==> src/rtl/core/b64e_pkg.sv <==
// Shared types, constants and the alphabet function of the Base64 stream encoder.
package b64e_pkg;

  localparam int QDEPTH = 4;
  localparam int QAW    = $clog2(QDEPTH);

  localparam logic [6:0] PAD_CHAR = 7'd61;

  typedef enum logic [1:0] {
    PH0 = 2'd0,
    PH1 = 2'd1,
    PH2 = 2'd2
  } phase_t;

  typedef struct packed {
    logic [3:0][6:0] sym;
    logic [1:0]      last_idx;
    logic            fin;
  } entry_t;

  typedef struct packed {
    logic   valid;
    entry_t head;
  } q_head_t;

  function automatic logic [6:0] enc6(input logic [5:0] v);
    logic [6:0] r;
    if (v < 6'd26) begin
      r = 7'(v) + 7'd65;
    end else if (v < 6'd52) begin
      r = 7'(v) + 7'd71;
    end else if (v < 6'd62) begin
      r = 7'(v) - 7'd4;
    end else if (v == 6'd62) begin
      r = 7'd43;
    end else begin
      r = 7'd47;
    end
    return r;
  endfunction

endpackage

==> src/rtl/core/b64e_front.sv <==
// Front end: accepts bytes, tracks group position and builds symbol entries.
module b64e_front (
  input  logic            clk,
  input  logic            rst_n,
  input  logic            in_valid,
  input  logic [7:0]      in_byte,
  input  logic            in_fin,
  input  logic            q_full,
  output logic            in_ready,
  output logic            push,
  output b64e_pkg::entry_t push_entry
);
  import b64e_pkg::*;

  phase_t     phase_r, phase_nxt;
  logic [3:0] carry_r, carry_nxt;

  assign in_ready = !q_full;
  assign push     = in_valid && !q_full;

  always_comb begin
    push_entry = '0;
    push_entry.fin = in_fin;
    unique case (phase_r)
      PH1: begin
        push_entry.sym[0] = enc6({carry_r[1:0], in_byte[7:4]});
        push_entry.sym[1] = enc6({in_byte[3:0], 2'b00});
        push_entry.sym[2] = PAD_CHAR;
        push_entry.last_idx = in_fin ? 2'd2 : 2'd0;
        phase_nxt = PH2;
        carry_nxt = in_byte[3:0];
      end
      PH2: begin
        push_entry.sym[0] = enc6({carry_r, in_byte[7:6]});
        push_entry.sym[1] = enc6(in_byte[5:0]);
        push_entry.last_idx = 2'd1;
        phase_nxt = PH0;
        carry_nxt = 4'd0;
      end
      default: begin
        push_entry.sym[0] = enc6(in_byte[7:2]);
        push_entry.sym[1] = enc6({in_byte[1:0], 4'b0000});
        push_entry.sym[2] = PAD_CHAR;
        push_entry.sym[3] = PAD_CHAR;
        push_entry.last_idx = in_fin ? 2'd3 : 2'd0;
        phase_nxt = PH1;
        carry_nxt = {2'b00, in_byte[1:0]};
      end
    endcase
    if (in_fin) begin
      phase_nxt = PH0;
      carry_nxt = 4'd0;
    end
  end

  always_ff @(posedge clk) begin
    if (!rst_n) begin
      phase_r <= PH0;
      carry_r <= 4'd0;
    end else if (push) begin
      phase_r <= phase_nxt;
      carry_r <= carry_nxt;
    end
  end

endmodule

==> src/rtl/core/b64e_queue.sv <==
// Short queue of symbol entries between front end and back end.
module b64e_queue (
  input  logic             clk,
  input  logic             rst_n,
  input  logic             push,
  input  b64e_pkg::entry_t push_entry,
  input  logic             pop,
  output logic             full,
  output b64e_pkg::q_head_t q_head
);
  import b64e_pkg::*;

  entry_t           slots [QDEPTH];
  logic [QAW-1:0]   wr_ptr_r, rd_ptr_r;
  logic [QAW:0]     count_r, count_nxt;

  assign full          = (count_r == (QAW+1)'(QDEPTH));
  assign q_head.valid  = (count_r != '0);
  assign q_head.head   = slots[rd_ptr_r];

  always_comb begin
    count_nxt = count_r;
    if (push && !pop) begin
      count_nxt = count_r + 1'b1;
    end else if (pop && !push) begin
      count_nxt = count_r - 1'b1;
    end
  end

  always_ff @(posedge clk) begin
    if (push) begin
      slots[wr_ptr_r] <= push_entry;
    end
  end

  always_ff @(posedge clk) begin
    if (!rst_n) begin
      wr_ptr_r <= '0;
      rd_ptr_r <= '0;
      count_r  <= '0;
    end else begin
      if (push) begin
        wr_ptr_r <= wr_ptr_r + 1'b1;
      end
      if (pop) begin
        rd_ptr_r <= rd_ptr_r + 1'b1;
      end
      count_r <= count_nxt;
    end
  end

endmodule

==> src/rtl/core/b64e_back.sv <==
// Back end: steps through each entry and drives one symbol per output transfer.
module b64e_back (
  input  logic              clk,
  input  logic              rst_n,
  input  b64e_pkg::q_head_t q_head,
  input  logic              out_ready,
  output logic              pop,
  output logic              out_valid,
  output logic [6:0]        out_sym,
  output logic              out_last
);
  import b64e_pkg::*;

  logic [1:0] idx_r, idx_nxt;
  logic       valid_r, valid_nxt;
  logic [6:0] sym_r;
  logic       last_r;
  logic       load;
  logic       at_end;

  assign load   = q_head.valid && (!valid_r || out_ready);
  assign at_end = (idx_r == q_head.head.last_idx);
  assign pop    = load && at_end;

  always_comb begin
    idx_nxt   = idx_r;
    valid_nxt = valid_r;
    if (load) begin
      valid_nxt = 1'b1;
      idx_nxt   = at_end ? 2'd0 : idx_r + 2'd1;
    end else if (out_ready) begin
      valid_nxt = 1'b0;
    end
  end

  always_ff @(posedge clk) begin
    if (!rst_n) begin
      idx_r   <= 2'd0;
      valid_r <= 1'b0;
    end else begin
      idx_r   <= idx_nxt;
      valid_r <= valid_nxt;
    end
  end

  always_ff @(posedge clk) begin
    if (load) begin
      sym_r  <= q_head.head.sym[idx_r];
      last_r <= at_end && q_head.head.fin;
    end
  end

  assign out_valid = valid_r;
  assign out_sym   = sym_r;
  assign out_last  = last_r;

endmodule

==> src/rtl/core/base64_stream_encoder.sv <==
// Top level of the Base64 stream encoder: front end, entry queue and back end.
//
//   channel | direction | tdata                  | tlast
//   in_     | slave     | [7:0] data_byte        | final_byte
//   out_    | master     | [6:0] symbol, [7] zero | last_symbol
//
// Input takes one byte per cycle while the queue has room; each byte yields
// one to four symbols. Output moves one symbol per cycle from its register
// while out_tready is high, which bounds sustained input. A byte reaches the
// output through a queue slot and then the output register.
// Reset clears group position, queue pointers and output valid.
// Either side may stall; the queue absorbs up to four pending bytes.
module base64_stream_encoder (
  input  logic       clk,
  input  logic       rst_n,
  input  logic       in_tvalid,
  output logic       in_tready,
  input  logic [7:0] in_tdata,   // [7:0] data_byte
  input  logic       in_tlast,
  output logic       out_tvalid,
  input  logic       out_tready,
  output logic [7:0] out_tdata,  // [6:0] symbol, [7] zero
  output logic       out_tlast
);
  import b64e_pkg::*;

  logic      push;
  logic      pop;
  logic      q_full;
  entry_t    push_entry;
  q_head_t   q_head;
  logic [6:0] sym;

  b64e_front u_front (
    .clk        (clk),
    .rst_n      (rst_n),
    .in_valid   (in_tvalid),
    .in_byte    (in_tdata),
    .in_fin     (in_tlast),
    .q_full     (q_full),
    .in_ready   (in_tready),
    .push       (push),
    .push_entry (push_entry)
  );

  b64e_queue u_queue (
    .clk        (clk),
    .rst_n      (rst_n),
    .push       (push),
    .push_entry (push_entry),
    .pop        (pop),
    .full       (q_full),
    .q_head     (q_head)
  );

  b64e_back u_back (
    .clk       (clk),
    .rst_n     (rst_n),
    .q_head    (q_head),
    .out_ready (out_tready),
    .pop       (pop),
    .out_valid (out_tvalid),
    .out_sym   (sym),
    .out_last  (out_tlast)
  );

  assign out_tdata = {1'b0, sym};

endmodule

==> config.mk <==
export PLATFORM = sky130hd
export DESIGN_NAME = base64_stream_encoder
export DESIGN_NICKNAME = d
export VERILOG_FILES = /design/src/rtl/core/b64e_pkg.sv /design/src/rtl/core/b64e_front.sv /design/src/rtl/core/b64e_queue.sv /design/src/rtl/core/b64e_back.sv /design/src/rtl/core/base64_stream_encoder.sv
export SDC_FILE = /design/constraint.sdc
export NUM_CORES = 1
export LEC_CHECK = 0
export ABC_CLOCK_PERIOD_IN_PS = 3400
export BUFFER_PORTS_ARGS = -buffer_cell sky130_fd_sc_hd__buf_2
export CAP_MARGIN = 0
export CELL_PAD_IN_SITES_DETAIL_PLACEMENT = 2
export CELL_PAD_IN_SITES_GLOBAL_PLACEMENT = 2
export CORE_UTILIZATION = 40
export CTS_BUF_LIST = sky130_fd_sc_hd__clkbuf_16
export CTS_CLUSTER_SIZE = 20
export DETAILED_ROUTE_END_ITERATION = 8
export MAX_ROUTING_LAYER = met4
export PLACE_DENSITY = 0.82
export SETUP_SLACK_MARGIN = 0.15
export SLEW_MARGIN = 20
export SYNTH_ARGS = -nofsm -noshare
export SYNTH_HDL_FRONTEND = slang
export SYNTH_SLANG_ARGS = --single-unit
==> constraint.sdc <==
create_clock -name clk -period 3.4 [get_ports clk]
set_input_delay 0.68 -clock clk [delete_from_list [all_inputs] [get_ports clk]]
set_output_delay 0.68 -clock clk [all_outputs]
set_load 0.01 [all_outputs]
# Word level (Yosys, flattened, before mapping)
# Memory sizes are Yosys's and may differ from the RTL's. A register that Yosys moved wholly into a read port is not among the register bits.
# Cells that the tools add are included.
[classes]
addsub = 23
mul = 0
div = 0
magnitude_cmp = 19
n_eq_ne = 8
n_shift = 0
muxes = 42
bitwise = 0
reduce_logical = 15
[ops]
columns = ["cell", "count"]
rows = [
  ["2-to-1 mux 7 bit", 19],
  ["adder 6 x 7 -> 7 bit (second input constant)", 12],
  ["< comparator 6 bit (second input constant)", 12],
  ["subtractor 6 x 3 -> 7 bit (second input constant)", 6],
  ["< comparator 6 x 5 -> 1 bit (second input constant)", 6],
  ["one-hot mux 16 bit (2 select lines)", 1],
  ["== test 6 bit (second input constant)", 4],
  ["2-to-1 mux 3 bit", 6],
  ["binary-select mux 7 bit (select 2 bit)", 1],
  ["2-to-1 mux 2 bit", 6],
  ["2-to-1 mux 6 bit", 2],
  ["one-hot mux 4 bit (2 select lines)", 1],
  ["adder 2 x 1 -> 2 bit (second input constant)", 3],
  ["logical AND 1 bit", 6],
  ["logical NOT 1 bit", 4],
  ["2-to-1 mux 1 bit", 4],
  ["2-to-1 mux 4 bit", 1],
  ["one-hot mux 2 bit (2 select lines)", 1],
  ["nonzero test 2 bit", 2],
  ["adder 3 x 1 -> 3 bit (second input constant)", 1],
  ["== test 3 bit (second input constant)", 1],
  ["< comparator 2 x 3 -> 1 bit (second input constant)", 1],
  ["nonzero test 3 bit", 1],
  ["subtractor 3 x 1 -> 3 bit (second input constant)", 1],
  ["other kinds (5)", 5],
]
[word_totals]
reg_bits = 24
latchBits = 0
ramBits = 116
romBits = 0
wordCells = 117
n_memories = 1
[memory_table]
columns = ["memory", "words", "word_bits", "read_ports", "rd_ports_with_merged_regs", "write_ports", "line", "text"]
rows = [
  ["u_queue.slots", 4, 29, 1, 1, 1, "b64e_queue.sv:13", "entry_t slots [QDEPTH];"],
]

# Longest topological paths before layout
[depth]
ltp_word = 7
mapped_depth = 11
ltp_nobuf = 10

# Hierarchy
# A second synthesis with hierarchy kept.
[hier_totals]
hier_cells = 608
area_unflattened_um2 = 7991.4
[modules_own_cells]
columns = ["module", "n_inst", "cells_per_inst", "area_each_um2", "seq_area_each_um2"]
rows = [
  ["b64e_queue", 1, 204, 4921.0, 3903.7],
  ["b64e_front", 1, 363, 2449.8, 120.1],
  ["b64e_back", 1, 39, 609.3, 300.3],
  ["base64_stream_encoder", 1, 2, 11.3, 0.0],
]

# Least setup slack after synthesis
# Ideal clock, no wire load.
[synth_timing]
path_kind = "input to register"
from = "input port in_tdata[0]"
to = "memory u_queue.slots[0][14] (netlist bit), data pin"
setup_ns = 0.293
arrival_time_ns = 2.639
path_slack_ns = 0.468
path_stages = 10
path_cell_list = "clkbuf_1 > inv_1 > ha_1 > nor2b_1 > xnor2_1 > ha_1 > or3_1 > a21oi_1 > xnor2_1 > o221ai_1"
[synth_lines]
columns = ["item", "line", "text"]
rows = [
  ["start: declaration", "base64_stream_encoder.sv:18", "input logic [7:0] in_tdata,"],
  ["end: declaration", "b64e_queue.sv:13", ""],
]

==> impl_metrics.env <==
export IMPL_yosysTopAreaCellShare_pct=42.0
export IMPL_start_util_pct=41.1
export IMPL_power_density_nw_per_um2=607
export IMPL_cp_num_buf_inv=2
export IMPL_die_area_sq_um=15500
export IMPL_cts_path_max_buffers=2
export IMPL_ctsHoldBuffers=0
export IMPL_drv_cap=0
export IMPL_final_core_util_pct=45.9
export IMPL_place_inst=720
export IMPL_tritoncts="done"
export IMPL_fin_area_sq_um=6690
export IMPL_syn_nets=566
export IMPL_finalWirelength_um=18300
export IMPL_nNetsFinal=593
export IMPL_fin_tns_setup_ns=0
export IMPL_postSynthAreaPerCell_sq_um=11.5
export IMPL_power_mw=4.06
export IMPL_tightest_slew_ns=1.07
export IMPL_overflow=0
export IMPL_clock_latency_ns=0.35
export IMPL_finalHoldViolCount=0
export IMPL_clk_pin_slew_worst_paths_ns=0.07
export IMPL_crit_path_top_delay_cell="or3_1"
export IMPL_crit_path_cell_trace="buf_2, inv_1, ha_1, nor2b_1, xnor2_1, ha_1, or3_1, a21oi_1, xnor2_1, o221ai_1"
export IMPL_numPortBuffers=22
export IMPL_required_ns=3.43
export IMPL_place_congestion=0.859
export IMPL_drt_pass1_iter_count=4
export IMPL_core_rowCount=44
export IMPL_die_height_um=124
export IMPL_grt_max_degree=21
export IMPL_post_cts_resized=0
export IMPL_drive_above_1_share_pct=15.8
export IMPL_die_w_um=124
export IMPL_max_freq_mhz=326
export IMPL_setup_viol=0
export IMPL_design_core_area_sq_um=14600
export IMPL_hold_ws_ns=0.499
export IMPL_cp_arrival_ns=3.10
export IMPL_period_share_pct=90.3
export IMPL_synth_area_sq_um=6000
export IMPL_ys_top_cells_by_area="edfxtp_1, ha_1, dfxtp_1"
export IMPL_worst_slack_ns=0.330
export IMPL_root_buffer="clkbuf_16"
export IMPL_syn2layout_area_growth_pct=11.5
export IMPL_post_place_ws_ns=0.0206
export IMPL_post_drt_wl_per_cell_um=24.9
export IMPL_grt_usage_pct=25.3
export IMPL_finalMaxSlewViolations=0
export IMPL_wl_met3_um=358
export IMPL_min_period_ns=3.07
export IMPL_io_pins=24
export IMPL_wl_met2_um=9410
export IMPL_synth_seq_cells=102
export IMPL_multi_input_area_sq_um=2870
export IMPL_synth_flop_cell="edfxtp_1"
export IMPL_outcome="finished, final reports clean"
export IMPL_slowest_delay_ns=0.40
export IMPL_antenna_cells=0
export IMPL_cts_setup_buffers=0
export IMPL_hp_class="flip-flop to flip-flop"
export IMPL_yosysWarnings=0
export IMPL_synth_cells=520
export IMPL_rsz0062_at_grt="no"
export IMPL_antenna_found_initial=0
export IMPL_relSlewSlack_pct=28.4
export IMPL_fillers=1491
export IMPL_vias_per_cell=5.91
export IMPL_dp_hpwl_um=13700
export IMPL_ys_async_sr_fraction_pct=0
export IMPL_synth_cell_types=64
export IMPL_drt_initial_drc_count=281
export IMPL_cts_sinks=102
export IMPL_seq_area_sq_um=2880
export IMPL_grt_pass1_wl_um=29000
export IMPL_fin_cells=736
export IMPL_critical_path_class="input pin to flip-flop"
export IMPL_synth_top_cell_by_area="edfxtp_1"
export IMPL_worstSetupEndpointType="flip-flop"
export IMPL_seq_area_frac_synth_pct=48.0
export IMPL_antenna_left=0
export IMPL_cp_start_kind="input pin"
export IMPL_grt_pass1_vias=4756
export IMPL_peakVddDrop_uv=272
export IMPL_numCtsBuffers=9
export IMPL_path_max_fanout=10
export IMPL_path_delay_family="simple AND/OR/NAND/NOR gates"
export IMPL_h_tree_depth=3
export IMPL_dpl_cell_area_sq_um=6390
export IMPL_leakagePower_nw=2.39
export IMPL_drc_errors=0
export IMPL_maxUsedRoutingLayer="met4"
export IMPL_met1Wirelength_um=8310
export IMPL_synth_edff_count=84
export IMPL_vias=4348
export IMPL_skew_ns=0.0102
[cells in the mapped netlist, types with 3 or more instances]
cell and number:
a211o_1 3, a211oi_1 7, a21boi_0 10, a21o_1 6, a21oi_1 32, a221o_1 4
a221oi_1 4, a22oi_1 4, a31oi_1 7, and2_1 9, and3_1 8, buf_2 12
clkbuf_1 17, dfxtp_1 18, edfxtp_1 84, ha_1 32, inv_1 25, mux2_2 6
mux2i_1 17, mux4_1 7, mux4_2 12, nand2_1 35, nand2b_1 7, nand3_1 18
nand4_1 3, nor2_1 20, nor2b_1 6, nor3_1 11, nor4_1 3, o211ai_1 4
o21a_1 3, o21ai_0 19, o311ai_0 3, or3_1 5, xnor2_1 16
[cells by family after synthesis]
group           Yosys count  synth area share, %
compound gates          127                 14.4
xor+xnor                 20                 3.17
fa+ha+maj                33                 7.00
buf+inv                  59                 4.15
flops                   102                 48.0
mux                      42                 11.5
other cells               1               0.0625
simple gates            136                 11.6
[routing by layer]
layer  up-vias  global-route usage, %
li1       2035                      -
met1      2224                   32.4
met2        75                   43.0
met3        14                   1.85
met4         0                   6.95
met5         -                      -
[final timing paths]
check	end	depth (start not counted)	startpoint	slack (ns)
worst max register to register	u_queue.count_r[2]	9	flip-flop	0.60
worst min register to register	u_back.out_valid	2	u_back.out_valid	0.50
worst min-delay path	u_back.out_valid	2	u_back.out_valid	0.50
worst max-delay path	u_queue.slots[1][14]	10	in_tdata[0]	0.33
[state kept, by name (all words and copies together) (netlist names), named ones only]
register and flops:
u_queue.count_r 3, u_back.out_valid 1, u_queue.slots 76, u_back.out_sym 7, u_queue.wr_ptr_r 2, u_front.carry_r 4
u_back.idx_r 2, u_back.out_last 1, u_front.phase_r 2, u_queue.rd_ptr_r 2
[where the power goes]
| part | switching [mW] | internal [mW] | total [mW] |
|---|---|---|---|
| Clock | 0.446 | 0.581 | 1.03 |
| Sequential | 0.117 | 1.64 | 1.76 |
| Combinational | 0.756 | 0.519 | 1.27 |
| Total | 1.32 | 2.74 | 4.06 |
[area by class of cell]
class                      instances  share of cell area (%)
clock buffer                      11                    4.11
clock inverter                     5                   0.411
inverter                          27                    1.51
multi-input combinational        359                    42.9
sequential                       102                    43.1
tap                              184                    3.44
timing repair buffer              48                    4.56
[worst min-delay path, cell delays in order, from the launching register on]
cell      delay [ns]
dfxtp_1         0.33
nand2_1         0.06
a21boi_0        0.07
[layout by cell type, fill, tap and decap left out, types with 7 or more instances in the layout]
cell	Yosys	layout
a211oi_1	7	7
a21boi_0	10	10
a21oi_1	32	32
a31oi_1	7	7
and2_1	9	9
and3_1	8	8
buf_2	12	22
buf_4	1	26
clkbuf_16	0	11
dfxtp_1	18	18
edfxtp_1	84	84
ha_1	32	32
inv_1	25	25
mux2i_1	17	17
mux4_1	7	7
mux4_2	12	12
nand2_1	35	35
nand2b_1	7	7
nand3_1	18	18
nor2_1	20	20
nor3_1	11	11
o21ai_0	19	19
xnor2_1	16	16
Note: power is estimated with default switching activity, not from simulation.
